[src/rtl/mcbb_pkg.sv]
`timescale 1ns / 1ps
`default_nettype none

package mcbb_pkg;

    // Search width: vertices handled by the store and the sequencer.
    localparam int MAX_V  = 16;
    // Bits of a vertex number.
    localparam int VID_W  = $clog2(MAX_V);
    // Bits of a depth, a size or a vertex bound (0 .. MAX_V).
    localparam int DEP_W  = $clog2(MAX_V + 1);
    // Fixed field widths.
    localparam int ROW_W  = 16;
    localparam int CFG_W  = 5;
    localparam int SIZE_W = 5;
    localparam int NODE_W = 16;

    typedef logic [MAX_V-1:0] vmask_t;

    typedef enum logic {
        OP_LOAD = 1'b0,
        OP_RUN  = 1'b1
    } opcode_t;

    // Result of the shared row test for one candidate vertex.
    typedef struct packed {
        logic joins;   // candidate row marks every member
        logic col_ok;  // every member row marks the candidate
    } test_t;

    // Sequencer status toward the top level.
    typedef struct packed {
        logic idle;
        logic res_valid;
    } seq_stat_t;

    function automatic vmask_t vbit(input logic [VID_W-1:0] v);
        vbit = vmask_t'(1) << v;
    endfunction

endpackage

`default_nettype wire

[src/rtl/mcbb_adj.sv]
`timescale 1ns / 1ps
`default_nettype none

// Adjacency row store plus the shared membership test unit.
module mcbb_adj (
    input  wire logic                        aclk,
    input  wire logic                        wr_en,
    input  wire logic [mcbb_pkg::VID_W-1:0]  wr_idx,
    input  wire logic [mcbb_pkg::ROW_W-1:0]  wr_row,
    input  wire logic [mcbb_pkg::VID_W-1:0]  test_v,
    input  wire mcbb_pkg::vmask_t            members,
    output mcbb_pkg::test_t                  test
);
    import mcbb_pkg::*;

    vmask_t rows_reg [MAX_V];
    vmask_t col_bits;
    vmask_t cand_row;

    always_ff @(posedge aclk) begin
        if (wr_en) begin
            rows_reg[wr_idx] <= vmask_t'(wr_row);
        end
    end

    // column view: bit m is row m's mark for the candidate
    always_comb begin
        for (int m = 0; m < MAX_V; m++) begin
            col_bits[m] = rows_reg[m][test_v];
        end
    end

    assign cand_row    = rows_reg[test_v];
    assign test.joins  = ((cand_row & members) == members);
    assign test.col_ok = &(col_bits | ~members);

endmodule

`default_nettype wire

[src/rtl/mcbb_seq.sv]
`timescale 1ns / 1ps
`default_nettype none

// Depth-first search sequencer with an explicit member stack.
module mcbb_seq (
    input  wire logic                         aclk,
    input  wire logic                         aresetn,
    input  wire logic                         start,
    input  wire logic [mcbb_pkg::CFG_W-1:0]   vertex_count,
    input  wire logic                         out_free,
    input  wire mcbb_pkg::test_t              test,
    output logic [mcbb_pkg::VID_W-1:0]        test_v,
    output mcbb_pkg::vmask_t                  members,
    output mcbb_pkg::seq_stat_t               stat,
    output mcbb_pkg::vmask_t                  best_mask,
    output logic [mcbb_pkg::DEP_W-1:0]        best_size,
    output logic [mcbb_pkg::NODE_W-1:0]       nodes
);
    import mcbb_pkg::*;

    typedef enum logic [2:0] {
        ST_IDLE,
        ST_SCAN,
        ST_ENTER,
        ST_POP,
        ST_FINISH
    } state_t;

    state_t                 state_reg,  state_next;
    logic [DEP_W-1:0]       depth_reg,  depth_next;
    logic [DEP_W-1:0]       v_reg,      v_next;
    logic [DEP_W-1:0]       n_reg,      n_next;
    vmask_t                 mask_reg,   mask_next;
    logic [DEP_W-1:0]       best_reg,   best_next;
    vmask_t                 bmask_reg,  bmask_next;
    logic [NODE_W-1:0]      cnt_reg,    cnt_next;
    logic [MAX_V:0]         cok_reg,    cok_next;
    logic [VID_W-1:0]       stack_reg [MAX_V];

    logic                   push;
    logic [VID_W-1:0]       top_v;
    logic [DEP_W:0]         bound;

    assign top_v = stack_reg[VID_W'(depth_reg - DEP_W'(1))];
    // set size plus untried vertices
    assign bound = {1'b0, depth_reg} + ({1'b0, n_reg} - {1'b0, v_reg});

    assign test_v  = v_reg[VID_W-1:0];
    assign members = mask_reg;

    always_comb begin
        state_next = state_reg;
        depth_next = depth_reg;
        v_next     = v_reg;
        n_next     = n_reg;
        mask_next  = mask_reg;
        best_next  = best_reg;
        bmask_next = bmask_reg;
        cnt_next   = cnt_reg;
        cok_next   = cok_reg;
        push       = 1'b0;
        stat.idle      = (state_reg == ST_IDLE);
        stat.res_valid = 1'b0;
        unique case (state_reg)
            ST_IDLE: begin
                if (start) begin
                    n_next     = (vertex_count > CFG_W'(MAX_V)) ? DEP_W'(MAX_V)
                                                                : DEP_W'(vertex_count);
                    depth_next = '0;
                    v_next     = '0;
                    mask_next  = '0;
                    best_next  = '0;
                    bmask_next = '0;
                    cnt_next   = '0;
                    cok_next   = '0;
                    cok_next[0] = 1'b1;
                    state_next = ST_SCAN;
                end
            end
            ST_SCAN: begin
                if (v_reg >= n_reg) begin
                    state_next = (depth_reg == '0) ? ST_FINISH : ST_POP;
                end else if (test.joins) begin
                    push       = 1'b1;
                    cok_next[depth_reg + DEP_W'(1)] = cok_reg[depth_reg] & test.col_ok;
                    mask_next  = mask_reg | vbit(v_reg[VID_W-1:0]);
                    depth_next = depth_reg + DEP_W'(1);
                    v_next     = v_reg + DEP_W'(1);
                    state_next = ST_ENTER;
                end else begin
                    v_next = v_reg + DEP_W'(1);
                end
            end
            ST_ENTER: begin
                if (cnt_reg != '1) begin
                    cnt_next = cnt_reg + NODE_W'(1);
                end
                if (bound <= {1'b0, best_reg}) begin
                    state_next = ST_POP;
                end else begin
                    if (cok_reg[depth_reg] && (depth_reg > best_reg)) begin
                        best_next  = depth_reg;
                        bmask_next = mask_reg;
                    end
                    state_next = (depth_reg >= DEP_W'(MAX_V)) ? ST_POP : ST_SCAN;
                end
            end
            ST_POP: begin
                mask_next  = mask_reg & ~vbit(top_v);
                v_next     = DEP_W'(top_v) + DEP_W'(1);
                depth_next = depth_reg - DEP_W'(1);
                state_next = ST_SCAN;
            end
            ST_FINISH: begin
                if (out_free) begin
                    stat.res_valid = 1'b1;
                    state_next     = ST_IDLE;
                end
            end
            default: state_next = ST_IDLE;
        endcase
    end

    always_ff @(posedge aclk) begin
        if (!aresetn) begin
            state_reg <= ST_IDLE;
            depth_reg <= '0;
            v_reg     <= '0;
            n_reg     <= '0;
            mask_reg  <= '0;
            best_reg  <= '0;
            bmask_reg <= '0;
            cnt_reg   <= '0;
            cok_reg   <= '0;
        end else begin
            state_reg <= state_next;
            depth_reg <= depth_next;
            v_reg     <= v_next;
            n_reg     <= n_next;
            mask_reg  <= mask_next;
            best_reg  <= best_next;
            bmask_reg <= bmask_next;
            cnt_reg   <= cnt_next;
            cok_reg   <= cok_next;
        end
    end

    // member stack: every read slot is written by a push first
    always_ff @(posedge aclk) begin
        if (push) begin
            stack_reg[depth_reg[VID_W-1:0]] <= v_reg[VID_W-1:0];
        end
    end

    assign best_mask = bmask_reg;
    assign best_size = best_reg;
    assign nodes     = cnt_reg;

endmodule

`default_nettype wire

[src/rtl/max_clique_branch_bound_top.sv]
// Load word: accepted while the sequencer is idle, no result word; loads may come back to back.
// Run word: the single-step sequencer scans candidate vertices one at a time, enters and later pops each search node,
//   closes the scan of each node not cut by the bound or the 16-member limit,
//   then closes the start-vertex scan and finishes once the output register is free.
// s_tready is low for the whole run and while a finished result waits on a full output reg.
// Reset (aresetn low, synchronous): idle, no result pending, vertex_count = 16.
`timescale 1ns / 1ps
`default_nettype none

module max_clique_branch_bound_top (
    input  wire logic        aclk,
    input  wire logic        aresetn,
    // config: vertex_count
    input  wire logic        cfg_we,
    input  wire logic [4:0]  cfg_wdata,
    // input words
    input  wire logic        s_tvalid,
    output logic             s_tready,
    input  wire logic [23:0] s_tdata,   // [3:0] row_index, [19:4] row_bits, rest zero
    input  wire logic [0:0]  s_tuser,   // [0] opcode
    // result words
    output logic             m_tvalid,
    input  wire logic        m_tready,
    output logic [39:0]      m_tdata    // [15:0] clique_mask, [20:16] clique_size,
                                        // [36:21] nodes_explored, rest zero
);
    import mcbb_pkg::*;

    logic [CFG_W-1:0]   vcount_reg;
    logic               m_valid_reg;
    logic [15:0]        m_mask_reg;
    logic [SIZE_W-1:0]  m_size_reg;
    logic [NODE_W-1:0]  m_nodes_reg;

    logic               s_acc;
    opcode_t            op;
    logic               out_free;
    test_t              test;
    seq_stat_t          stat;
    logic [VID_W-1:0]   test_v;
    vmask_t             members;
    vmask_t             best_mask;
    logic [DEP_W-1:0]   best_size;
    logic [NODE_W-1:0]  nodes;

    assign s_acc    = s_tvalid && s_tready;
    assign op       = opcode_t'(s_tuser[0]);
    // loads are taken any time the sequencer is idle; a finished result
    // may still be waiting in the output register
    assign s_tready = stat.idle;
    assign out_free = !m_valid_reg || m_tready;

    // config register; the user writes it only while idle, the block does not enforce this
    always_ff @(posedge aclk) begin
        if (!aresetn) begin
            vcount_reg <= CFG_W'(16);
        end else if (cfg_we) begin
            vcount_reg <= cfg_wdata;
        end
    end

    // row store and shared test unit
    mcbb_adj u_adj (
        .aclk    (aclk),
        .wr_en   (s_acc && (op == OP_LOAD)),
        .wr_idx  (VID_W'(s_tdata[3:0])),
        .wr_row  (s_tdata[19:4]),
        .test_v  (test_v),
        .members (members),
        .test    (test)
    );

    // search sequencer
    mcbb_seq u_seq (
        .aclk         (aclk),
        .aresetn      (aresetn),
        .start        (s_acc && (op == OP_RUN)),
        .vertex_count (vcount_reg),
        .out_free     (out_free),
        .test         (test),
        .test_v       (test_v),
        .members      (members),
        .stat         (stat),
        .best_mask    (best_mask),
        .best_size    (best_size),
        .nodes        (nodes)
    );

    // output register: loaded when the sequencer finishes and the slot is free
    always_ff @(posedge aclk) begin
        if (!aresetn) begin
            m_valid_reg <= 1'b0;
        end else if (stat.res_valid) begin
            m_valid_reg <= 1'b1;
        end else if (m_tready) begin
            m_valid_reg <= 1'b0;
        end
    end

    always_ff @(posedge aclk) begin
        if (stat.res_valid) begin
            m_mask_reg  <= 16'(best_mask);
            m_size_reg  <= SIZE_W'(best_size);
            m_nodes_reg <= nodes;
        end
    end

    assign m_tvalid = m_valid_reg;
    assign m_tdata  = {3'b000, m_nodes_reg, m_size_reg, m_mask_reg};

endmodule

`default_nettype wire

[config.mk]
export PLATFORM = sky130hd
export DESIGN_NAME = max_clique_branch_bound_top
export DESIGN_NICKNAME = d
export VERILOG_FILES = /design/src/rtl/mcbb_pkg.sv /design/src/rtl/mcbb_adj.sv /design/src/rtl/mcbb_seq.sv /design/src/rtl/max_clique_branch_bound_top.sv
export SDC_FILE = /design/constraint.sdc
export NUM_CORES = 1
export LEC_CHECK = 0
export BUFFER_PORTS_ARGS = -buffer_cell sky130_fd_sc_hd__buf_2
export CAP_MARGIN = 40
export CORE_MARGIN = 1
export CORE_UTILIZATION = 50
export DETAILED_ROUTE_END_ITERATION = 16
export GPL_TIMING_DRIVEN = 0
export PLACE_DENSITY_LB_ADDON = 0.08
export SYNTH_ARGS = -nofsm -noshare
export SYNTH_HDL_FRONTEND = slang
export SYNTH_SLANG_ARGS = --single-unit
[constraint.sdc]
create_clock -name aclk -period 5.15 [get_ports aclk]
set_input_delay 1.03 -clock aclk [delete_from_list [all_inputs] [get_ports aclk]]
set_output_delay 1.03 -clock aclk [all_outputs]
set_load 0.005 [all_outputs]
Yosys cells after proc, flatten, opt, wreduce, memory -nomap -nowiden --
Memories as Yosys holds them, arrays and structs flattened. A register that Yosys moved wholly into a read port is not among the register bits. Cells that the tools add are included.
Storage, ports and cells: bits in writable memories 320, input bits 35, bits in registers 131, memories 2, logic and storage cells 158
Memory list:
- u_adj.rows_reg | words 16, width 16, read ports 17, clocked after memory_dff 1, write ports 1, RTL line mcbb_adj.sv:16 | vmask_t rows_reg [MAX_V];
- u_seq.stack_reg | words 16, width 4, read ports 1, clocked after memory_dff 0, write ports 1, RTL line mcbb_seq.sv:38 | logic [VID_W-1:0] stack_reg [MAX_V];
Operators by class: add/sub/neg operators 7, bitwise operators 8, reductions and logical operators 21, equality and inequality tests 14, muxes and demuxes 81, magnitude comparators 9, shifts and indexed selects 2
Operators with widths (number):
- $mux 16 | 6
- $bmux 1 s4 | 16
- $pmux 16 s2 | 2
- $mux 17 | 3
- $pmux 16 s3 | 1
- $mux 5 | 7
- $pmux 17 s2 | 1
- $and 16x16->16 | 2
- $not 16->16 | 2
- $or 16x16->16 | 2
- $shl 1x4->16 const A | 2
- $pmux 5 s3 | 2
- $mux 1 | 29
- $mux 3 | 6
- $bwmux 17 | 1
- $add 16x1->16 const B | 1
- $eq 16x16->1 | 1
- $ne 16x16->1 const B | 1
- $reduce_and 16->1 | 1
- $pmux 3 s5 | 1
- $lt 5x6->1 const B | 2
- $reduce_and 4->1 | 3
- $add 5x1->5 const B | 2
- $pmux 5 s2 | 1
- other kinds (32) | 47

Depth between registers and ports, before layout --
Gate-level depths: netlist (run 1). An unclocked memory read counts as a cell.
word-level depth 10, mapped depth 20, depth with buffers taken out 17

Cells and area by module --
A second synthesis (run 1) with hierarchy kept.
Second synthesis, totals: cell total of the unflattened synthesis 1652, area total of the unflattened synthesis 22305.1 µm²
Modules (own cells, without submodules):
- mcbb_adj | area each 12355.6 µm², sequential area each 7687.4 µm², cells an instance 706, instances 1
- mcbb_seq | area each 8570.7 µm², sequential area each 3683.5 µm², cells an instance 882, instances 1
- max_clique_branch_bound_top | area each 1378.8 µm², sequential area each 1231.2 µm², cells an instance 64, instances 1

Worst setup path before layout (run 1) --
No wires, ideal clock.
path type reg-to-reg, from register u_seq.v_reg[0], to memory u_seq.stack_reg[13][0] in the netlist's numbering (enable), library setup time 0.329 ns, path buffers 6, data arrival time 3.664 ns, clock period less this slack 3.994 ns, path slack 1.156 ns, stages on the path, launching flop included 17, cells stage by stage dfxtp_1 -> buf_4 -> buf_6 -> buf_6 -> clkinv_1 -> buf_2 -> ha_1 -> nand2b_1 -> a21o_1 -> a21o_1 -> a21o_1 -> a21o_1 -> nor4_4 -> buf_6 -> buf_6 -> nand3_1 -> nor2_1
Between the ends: cells in the longest elaborated chain, start to end 5
RTL lines:
- start, declared | RTL line mcbb_seq.sv:31 | logic [DEP_W-1:0] v_reg, v_next;
- start signal, assigned | RTL line mcbb_seq.sv:138 | v_reg <= v_next;
- $ge 5x5->1 | RTL line mcbb_seq.sv:81 | if (v_reg >= n_reg) begin
- $mux 1 | RTL line mcbb_seq.sv:81
- $mux 1 | RTL line mcbb_seq.sv:64 | unique case (state_reg)
- $mux 1 | RTL line mcbb_seq.sv:150 | if (push) begin
- $mux 1 (not written as such) | RTL line mcbb_seq.sv:151 | stack_reg[depth_reg[VID_W-1:0]] <= v_reg[VID_W-1:0];
- end, declared | RTL line mcbb_seq.sv:38
Every way passes these cells.

Worst setup path after layout (run 1) --
from register u_seq.v_reg[0], to memory u_seq.stack_reg[13][2] in the netlist's numbering (enable)
Same word-level chain as after synthesis.

==> metrics, run 1 <==
synth-to-layout area growth 13.4%; synth unique cells 77; Hold Buf Count CTS 0; instance count on the critical path 17; mapped cell area 21,500 um^2; CP max FO 18; R2R Path End u_seq.stack_reg[13][2]; Synth async-reset ratio 0; clk root buf clkbuf_16; Final #Nets 1,669; fmax 200 MHz; CTS sink count 455; Hold Crit Class reg2reg; first-pass iteration count of the detailed router 7; Post-Synthesis Cells 1,454; status finished, final reports clean; Setup Fix Bufs, Post-CTS 0; aggregate global routing overflow 0; Final GP Congestion 0.970; Initial DRC Count 1,574; CP top delay family buffers and inverters; Via Count 14,187; DRC violations left 0; CP Launch Point u_seq.v_reg[0]; max cap viols 0; mux cell area share after synthesis 0.191; Setup-failing EPs final 0; synthesized area per cell 14.8 um^2; Slew HR 0.403; Peak VDD IR 0.000309 V; largest family of logic cells by synthesized area multiplexers; Routed Antenna Nets 0; HPWL reported at the end of detailed placement 49.4 mm; die width 209 um; simple logic cell fraction of the synthesized area 0.0800; Core Region 42,100 um^2; Critical Path RT 5.41 ns; Seq/Total Area, Yosys 0.591; Setup Skew 0.0188 ns; RSZ-0062 raised after global routing true; final hold violations 0; register bit total from synthesis 455; Worst-Skew Late Latency 0.59 ns; Worst Setup EP u_seq.stack_reg[13][2]; final wirelength 67.3 mm; row count 75; Final min period 5.00 ns; CTS tree done; initial antenna violation count 0; setup TNS 0 ns; global-route wire length before repair 97.7 mm; R2R cell count 17; TritonCTS Buffers 48; Crit path buffers/inverters 8; Worst setup SP type register; Slowest-stage cell, CP dfxtp_2; max reg flops 256; final worst-path cycle share 0.971; vias per cell 6.53; post-synthesis adder-cell area fraction 0.0239; fillers 3,319; pwr dens 318 nW/um^2; post-layout util 0.577; wire per inst 30.9 um; Sequential Area 12,700 um^2; vias in the first global route 14,250; most frequent cells in the layout edfxtp_1 (357), mux4_2 (135), dfxtp_1 (96); crit end category register; Compound-Gate Fraction of Synth Area 0.0706; EDFF count, synth 357; critical path class reg2reg; Main synth FF type edfxtp_1; crit-path cells buf_16 > buf_4 > buf_6 > buf_6 > clkinvlp_4 > buf_2 > ha_1 > nand2b_1 > a21o_1 > a21o_1 > a21o_1 > a21o_1 > nor4_4 > buf_6 > buf_6 > nand3_1 > nor2_2; IO Port Bufs 68; most common cell after layout, fill and taps aside edfxtp_1; clock-pin slew on the worst setup and hold paths 0.06 ns; largest net degree at the start of global routing 38; multi-input logic area 8090 um^2; # IOs 77; slowest cell delay on critical path 0.50 ns; CP arrival 5.26 ns; full die area 43,700 um^2; Slew @ Worst Pin 0.894 ns; Synth Area in XOR/XNOR 0.00857; Crit Reg-Reg Startpoint u_seq.v_reg[0]; clock buffer depth 3; Hold Startpoint u_seq.best_mask[6]; htree depth 2; layout cells sized above 1 0.239; Static Leakage 8.15 nW; Synth Warn # 0; GRT Util Overall 0.313; Slew Limit Fails 0; R2R setup slack 0.15 ns; Initial Util 0.509; Die Span Y 209 um
-- stage by stage --
step / worst slack, ns / instances / instance area [um^2] / hold WS, ns / total power, W
after floorplan: 1.16 / 1456 / 21500 / 0.408 / 0.00434
after global placement: -0.570 / 2063 / 22500 / 0.417 / 0.00452
after detailed placement: -0.209 / 2085 / 22800 / 0.422 / 0.00454
after CTS: 0.0398 / 2172 / 24300 / 0.436 / 0.00777
after global routing: -0.0197 / 2172 / 24300 / 0.440 / 0.00792
final: 0.150 / 2174 / 24300 / 0.435 / 0.00773
-- routing by layer --
metal	wire (um)	vias up	part of all wire	global-route usage
met4	3160	0	0.047	0.154
met5	0	-	0	0
li1	-	6041	-	-
met1	26200	7270	0.39	0.409
met3	5050	161	0.075	0.0509
met2	32800	715	0.49	0.511
-- what timing repair did --
action | CTS | global route
setup endpoints to repair | 25 | 46
hold endpoints to repair | 0 | 0
resized for setup | 3 | 8
-- where the power goes --
part           internal (W)  switching [W]  leakage, nW  total (W)
Clock               0.00185        0.00142        0.721    0.00327
Combinational      0.000151       0.000298         3.41   0.000449
Sequential          0.00399      0.0000214         4.02    0.00401
Total               0.00600        0.00174         8.15    0.00773
-- layout make-up --
class	instances	share of cell area
antenna	2	0.000206
buffer	86	0.0218
clock buffer	60	0.0525
clock inverter	27	0.00751
inverter	59	0.00926
multi-input combinational	856	0.333
sequential	455	0.521
tap	539	0.0277
timing repair buffer	90	0.0271
-- synthesized netlist by cell type (9+ instances only) --
| library cell | number | area share |
|---|---|---|
| a211oi_1 | 9 | 0.0031 |
| a21o_1 | 12 | 0.0042 |
| a21oi_1 | 39 | 0.0091 |
| a22oi_1 | 14 | 0.0049 |
| a31oi_1 | 11 | 0.0032 |
| and3_1 | 25 | 0.0073 |
| and4_1 | 13 | 0.0053 |
| buf_2 | 16 | 0.0037 |
| buf_4 | 14 | 0.0049 |
| buf_6 | 13 | 0.0068 |
| clkbuf_1 | 37 | 0.0065 |
| dfxtp_1 | 98 | 0.091 |
| edfxtp_1 | 357 | 0.50 |
| ha_1 | 33 | 0.019 |
| inv_1 | 55 | 0.0096 |
| mux2_2 | 10 | 0.0052 |
| mux2i_1 | 91 | 0.042 |
| mux4_2 | 135 | 0.14 |
| nand2_1 | 72 | 0.013 |
| nand2b_1 | 10 | 0.0029 |
| nand3_1 | 28 | 0.0065 |
| nand4_1 | 15 | 0.0044 |
| nor2_1 | 107 | 0.019 |
| nor2b_1 | 10 | 0.0029 |
| nor3_1 | 20 | 0.0047 |
| o211ai_1 | 12 | 0.0042 |
| o21ai_0 | 31 | 0.0072 |
| o21ai_1 | 11 | 0.0026 |
| o22ai_1 | 13 | 0.0038 |
| xnor2_1 | 14 | 0.0057 |
-- kinds of logic (layout without fill, tap and decap cells) --
family	count (synthesis)	count (layout)
AO/OA/AOI/OAI	218	218
adder cells (fa/ha/maj)	38	38
XOR/XNOR	21	21
buffers and inverters	145	322
other	1	5
flip-flops	455	455
multiplexers	237	237
AND/OR/NAND/NOR	339	339
-- how the worst min path moves through the flow --
stage / end / slack (ns) / cells past startpoint
CTS: m_mask_reg[6] / 0.44 / 0
finish: m_mask_reg[6] / 0.43 / 0
global route: m_mask_reg[6] / 0.44 / 0
detailed placement: m_mask_reg[6] / 0.42 / 0
global placement: m_mask_reg[6] / 0.42 / 0
floorplan: m_mask_reg[0] / 0.41 / 0
-- worst register-to-register path, cell delays in order, from the launching register on --
cell        delay [ns]
dfxtp_2           0.50
buf_16            0.20
buf_4             0.31
buf_6             0.28
buf_6             0.29
clkinvlp_4        0.29
buf_2             0.33
ha_1              0.34
nand2b_1          0.14
a21o_1            0.17
a21o_1            0.17
a21o_1            0.23
a21o_1            0.27
nor4_4            0.38
buf_6             0.21
buf_6             0.15
nand3_1           0.14
nor2_2            0.29
Note: power is estimated with default switching activity, not from simulation.
==> inputs of run 2 (changes only) <==
Settings changed: BUFFER_PORTS_ARGS -buffer_cell sky130_fd_sc_hd__buf_2 to -buffer_cell sky130_fd_sc_hd__buf_4.
==> run 2 against run 1 <==
Against the previous run:
- critical path depth stayed put
- final area is 1.2% higher
- die area is the same
- flip-flop and latch count unchanged
- wire length decreased by 0.85%
- non-clock buffer count unchanged
- first-iteration DRC count increased by 2.2%
- global-route usage down 0.41 points
- sequential share of layout area is 0.60 points lower
- core utilization increased by 0.68 points
- critical endpoint is now u_seq.stack_reg[14][1]
- highest routed layer unchanged
==> metrics, run 2 (synthesis gave the netlist of run 1 again) <==
GRT Util Overall 0.309 (-0.00409); global-route wire length before repair 96.6 mm (-1.1%); fillers 3,340 (+0.63%); Hold Crit Class reg2reg; pwr dens 327 nW/um^2 (+2.8%); Crit Reg-Reg Startpoint u_seq.v_reg[0]; Static Leakage 8.26 nW (+1.4%); wire per inst 30.7 um (-0.89%); R2R setup slack 0.15 ns (about the same); Slew @ Worst Pin 0.883 ns (-0.0104 ns); # IOs 77 (unchanged); most common cell after layout, fill and taps aside edfxtp_1; Metal-1 WL 25.9 mm (-1.3%); final wirelength 66.7 mm (-0.85%); Sw Share 0.222 (-0.00207); CP arrival 5.25 ns (about the same); vias per cell 6.54 (+0.22%); critical path class reg2reg; crit end category register; Final #Nets 1,669 (unchanged); full die area 43,700 um^2 (unchanged); htree depth 2 (unchanged); Reg power frac 0.499 (-0.020); metal2 WL 32.0 mm (-2.4%); met3 wire len 5.33 mm (+5.4%); Peak VDD IR 0.000277 V (-10%); synth-to-layout area growth 14.8%; Via Count 14,225 (+0.27%); Critical Path RT 5.40 ns (about the same); largest net degree at the start of global routing 38 (unchanged); Inst Count DP 2,085 (unchanged); Final GP Congestion 1.01 (+4.2%); Slew Limit Fails 0 (unchanged); max reg flops 256 (unchanged); Setup Fix Bufs, Post-CTS 0 (unchanged); Setup Skew 0.0334 ns (+0.0146 ns); P_sw 0.00179 W (+3.1%); vias in the first global route 14,173 (-0.54%); IO Port Bufs 68 (unchanged); die width 209 um (unchanged); final hold violations 0 (unchanged); layout cells sized above 1 0.240 (+0.00140); Initial Util 0.509 (unchanged); antenna cells 0 (-2); clk root buf clkbuf_16; clock-pin slew on the worst setup and hold paths 0.06 ns (about the same); CP max FO 18 (unchanged); TritonCTS Buffers 48 (unchanged); final worst-path cycle share 0.971 (about the same); DRC violations left 0 (unchanged); Hold Startpoint u_seq.best_mask[0]; Setup-failing EPs final 0 (unchanged); Routed Antenna Nets 0 (unchanged); Slew HR 0.408 (+0.00456); max cap viols 0 (unchanged); Worst-Skew Late Latency 0.61 ns (+0.02 ns); initial antenna violation count 0 (unchanged); total power 0.00804 W (+4.0%); logic gate share of total power 0.057 (about the same); Initial DRC Count 1,608 (+2.2%); aggregate global routing overflow 0 (unchanged); non-filler instance count after layout 2,175 (+0.046%); CP Launch Point u_seq.v_reg[0]; status finished, final reports clean; CTS sink count 455 (unchanged); Final Worst Setup Slack 0.147 ns (-0.00282 ns); fmax 200 MHz (about the same); most frequent cells in the layout edfxtp_1 (357), mux4_2 (135), dfxtp_1 (96); Clock power frac 0.444 (+0.021); Final min period 5.00 ns (+0.00282 ns); Hold Buf Count CTS 0 (unchanged); Core Region 42,100 um^2 (unchanged); Worst setup SP type register; clock buffer depth 3 (unchanged); HPWL reported at the end of detailed placement 48.3 mm (-2.2%); first-pass iteration count of the detailed router 5 (-2); Place WS -0.111 ns (+0.0989 ns); Pint 0.00626 W (+4.3%); highest metal used met4; Die Span Y 209 um (unchanged); row count 75 (unchanged); CTS tree done
## run 2: cell types whose count changed in the layout (fill, tap and decap cells not counted), sizes merged
cell / before / now
bufinv: 2 / 7
clkinv: 25 / 22
diode: 2 / 0
clkbuf: 98 / 97
clkinvlp: 3 / 4
inv: 56 / 57
## run 2: power groups by stage
stage / Combinational (W) / Sequential (W) / Clock [W]
6_report: 0.000461 / 0.00401 / 0.00357
5_1_grt: 0.000492 / 0.00402 / 0.00373
4_1_cts: 0.000457 / 0.00401 / 0.00361
3_5_place_dp: 0.000454 / 0.00409 / 0
3_3_place_gp: 0.000441 / 0.00409 / 0
2_1_floorplan: 0.000250 / 0.00409 / 0
## run 2: repair_timing
| item | 4_1_cts | 5_1_grt |
|---|---|---|
| endpoints found under the hold margin | 0 | 0 |
| resized for setup | 1 | 8 |
| setup endpoints to repair | 9 | 34 |
## run 2: metrics by stage
| step | utilization | instance area (um^2) | hold slack, ns | TNS, ns |
|---|---|---|---|---|
| global placement | 0.537 | 22600 | 0.420 | -22.30 |
| CTS | 0.584 | 24600 | 0.442 | 0 |
| finish | 0.584 | 24600 | 0.440 | 0 |
| global route | 0.584 | 24600 | 0.451 | -0.00461 |
| floorplan | - | 21500 | 0.408 | 0 |
| detailed placement | 0.546 | 23000 | 0.425 | -0.871 |
## run 2: area by class of cell
class / instances / area [um^2] / share of cell area
clock buffers: 59 / 1260 / 0.0513
plain buffers: 86 / 529 / 0.0215
multi-input cells: 856 / 8100 / 0.329
repair buffers: 90 / 808 / 0.0328
well taps: 539 / 674 / 0.0274
inverters: 59 / 223 / 0.00905
clock inverters: 31 / 338 / 0.0137
flip-flops and latches: 455 / 12700 / 0.515
## run 2: worst paths after layout
check	depth (start not counted)	end
min reg2reg	0	m_mask_reg[0]
max reg2reg	17	u_seq.stack_reg[14][1]
min	0	m_mask_reg[0]
max	17	u_seq.stack_reg[14][1]
## run 2: worst max-delay path: stages, from the launching register on
cell	delay, ns
dfxtp_2	0.46
buf_16	0.19
buf_4	0.31
buf_6	0.28
buf_6	0.27
clkinv_2	0.25
buf_2	0.32
ha_1	0.33
nand2b_1	0.14
a21o_1	0.17
a21o_1	0.17
a21o_1	0.22
a21o_1	0.26
nor4_4	0.37
buf_6	0.21
buf_6	0.15
nand3_1	0.14
nor2_1	0.38
## run 2: layer usage
metal	global-route usage	vias to the layer above
li1	-	6028
met1	0.402	7245
met2	0.500	768
met3	0.0529	184
met4	0.160	0
met5	0	-
==> inputs of run 3 (changes only) <==
Settings changed: PLACE_DENSITY set to 0.77, PLACE_DENSITY_LB_ADDON 0.08 to unset, SETUP_SLACK_MARGIN set to 0.1.
==> run 3 against run 2 <==
Against the previous run:
- flip-flop and latch count is the same
- critical path type unchanged
- critical path depth is the same
- fmax grew 2.9%
- die area is the same
- global-route usage shrank 1.3 points
- worst setup slack gained 0.14 ns
- wire length shrank 4.3%
- largest cell class unchanged
- core utilization shrank 0.18 points
- sequential share of layout area grew 0.16 points
- sequential power is essentially flat
==> metrics, run 3 (synthesis gave the netlist of run 1 again) <==
vias per cell 6.71 (+2.5%); logic gate share of total power 0.057 (about the same); Design Area, Final 24,500 um^2 (-0.32%); CP arrival 5.12 ns (-0.13 ns); max cap viols 0 (unchanged); Place WS -0.0229 ns (+0.0876 ns); vias in the first global route 14,254 (+0.57%); most frequent cells in the layout edfxtp_1 (357), mux4_2 (135), dfxtp_1 (97); Clock power frac 0.439 (-0.005); layout cells sized above 1 0.238 (-0.00251); # IOs 77 (unchanged); TritonCTS Buffers 46 (-4.2%); Peak VDD IR 0.000276 V (-0.40%); Setup Fix Bufs, Post-CTS 0 (unchanged); CP max FO 18 (unchanged); full die area 43,700 um^2 (unchanged); largest net degree at the start of global routing 38 (unchanged); crit end category register; P_sw 0.00173 W (-3.0%); synth-to-layout area growth 14.4%; initial antenna violation count 0 (unchanged); Placed Area 22,900 um^2 (-0.24%); Static Leakage 8.24 nW (-0.28%); R2R setup slack 0.29 ns (+0.14 ns); Final Worst Setup Slack 0.286 ns (+0.139 ns); clock buffer depth 3 (unchanged); Slew @ Worst Pin 0.975 ns (+0.0912 ns); fmax 206 MHz (+2.9%); most common cell after layout, fill and taps aside edfxtp_1; hold slack 0.435 ns (-0.00465 ns); Sw Share 0.217 (-0.00495); die width 209 um (unchanged); Routed Antenna Nets 0 (unchanged); Reg power frac 0.503 (+0.004); final hold violations 0 (unchanged); clock-pin slew on the worst setup and hold paths 0.06 ns (about the same); wire per inst 29.5 um (-3.9%); aggregate global routing overflow 0 (unchanged); Worst setup SP type register; Critical Path RT 5.41 ns (about the same); Final GP Congestion 1.03 (+1.4%); Pint 0.00624 W (-0.20%); global-route wire length before repair 94.4 mm (-2.3%); Worst-Skew Late Latency 0.59 ns (-0.02 ns); pwr dens 325 nW/um^2 (-0.51%); htree depth 2 (unchanged); Slew HR 0.350 (-0.0576); critical path class reg2reg; CTS sink count 455 (unchanged); clk root buf clkbuf_16; status finished, final reports clean; Final min period 4.86 ns (-0.139 ns); Die Span Y 209 um (unchanged); max reg flops 256 (unchanged); Setup-failing EPs final 0 (unchanged); Hold Crit Class reg2reg; Initial DRC Count 2,012 (+25%); Setup Skew 0.0179 ns (-0.0155 ns); antenna cells 0 (unchanged); RSZ-0062 raised after global routing false; HPWL reported at the end of detailed placement 46.4 mm (-3.9%); Hold Buf Count CTS 0 (unchanged); final wirelength 63.9 mm (-4.3%); CTS tree done; DRC violations left 0 (unchanged); fillers 3,191 (-4.5%); row count 75 (unchanged); Final #Nets 1,665 (-0.24%); final worst-path cycle share 0.944 (-0.0270); Core Region 42,100 um^2 (unchanged); IO Port Bufs 68 (unchanged); Slew Limit Fails 0 (unchanged); first-pass iteration count of the detailed router 7 (+2); Via Count 14,532 (+2.2%); GRT Util Overall 0.296 (-0.0129); Initial Util 0.509 (unchanged)
run 3: changes by cell type in the layout (fill, tap and decap cells not counted), moves of 3 or more:
cell	previous run	this run
clkbuf_1	46	43
buf_8	14	8
buf_6	15	23
buf_4	87	84
run 3: stage by stage:
step	util	total power (W)	setup TNS [ns]	std cells
finish	0.582	0.00798	0	2167
CTS	0.582	0.00799	0	2167
global placement	0.537	0.00452	-11.58	2063
floorplan	-	0.00434	0	1456
global route	0.582	0.00816	0	2167
detailed placement	0.544	0.00454	-0.0744	2083
run 3: final cells by class:
type                    count  area [um^2]  share of cell area
clock buffers              56         1250              0.0510
repair buffers             88          758              0.0309
multi-input cells         856         8090               0.330
inverters                  59          223             0.00908
plain buffers              86          534              0.0218
flip-flops and latches    455        12700               0.517
well taps                 539          674              0.0275
clock inverters            28          327              0.0133
run 3: path summary, 6_finish.rpt:
check / startpoint / endpoint / cells past startpoint
hold reg to reg: u_seq.best_mask[11] / m_mask_reg[11] / 0
setup / recovery: u_seq.v_reg[0] / u_seq.stack_reg[14][1] / 17
setup reg to reg: u_seq.v_reg[0] / u_seq.stack_reg[14][1] / 17
hold / removal: u_seq.best_mask[11] / m_mask_reg[11] / 0
run 3: what timing repair did:
item	in CTS	in global routing
hold endpoints to repair	0	0
setup endpoints to repair	18	25
resized for setup	4	6
run 3: critical path, stage by stage, from the launching register on:
cell,delay (ns)
dfxtp_2,0.49
buf_8,0.22
buf_4,0.29
buf_6,0.26
buf_6,0.27
clkinv_2,0.21
buf_2,0.29
ha_1,0.33
nand2b_1,0.14
a21o_1,0.17
a21o_1,0.17
a21o_1,0.22
a21o_1,0.27
nor4_4,0.39
buf_6,0.23
buf_6,0.16
nand3_1,0.13
nor2_2,0.26
run 3: routing by layer:
metal | global-route usage | wire length [um] | up-vias
li1 | - | - | 6017
met1 | 0.394 | 23900 | 7296
met2 | 0.465 | 29700 | 1014
met3 | 0.0649 | 6990 | 203
met4 | 0.139 | 3230 | 2
met5 | 0.00779 | 47 | -
run 3: power groups by stage:
stage	Clock, W	Combinational (W)	Sequential [W]
3_3_place_gp	0	0.000429	0.00409
2_1_floorplan	0	0.000250	0.00409
5_1_grt	0.00366	0.000484	0.00402
4_1_cts	0.00353	0.000449	0.00401
3_5_place_dp	0	0.000447	0.00409
6_report	0.00351	0.000457	0.00402
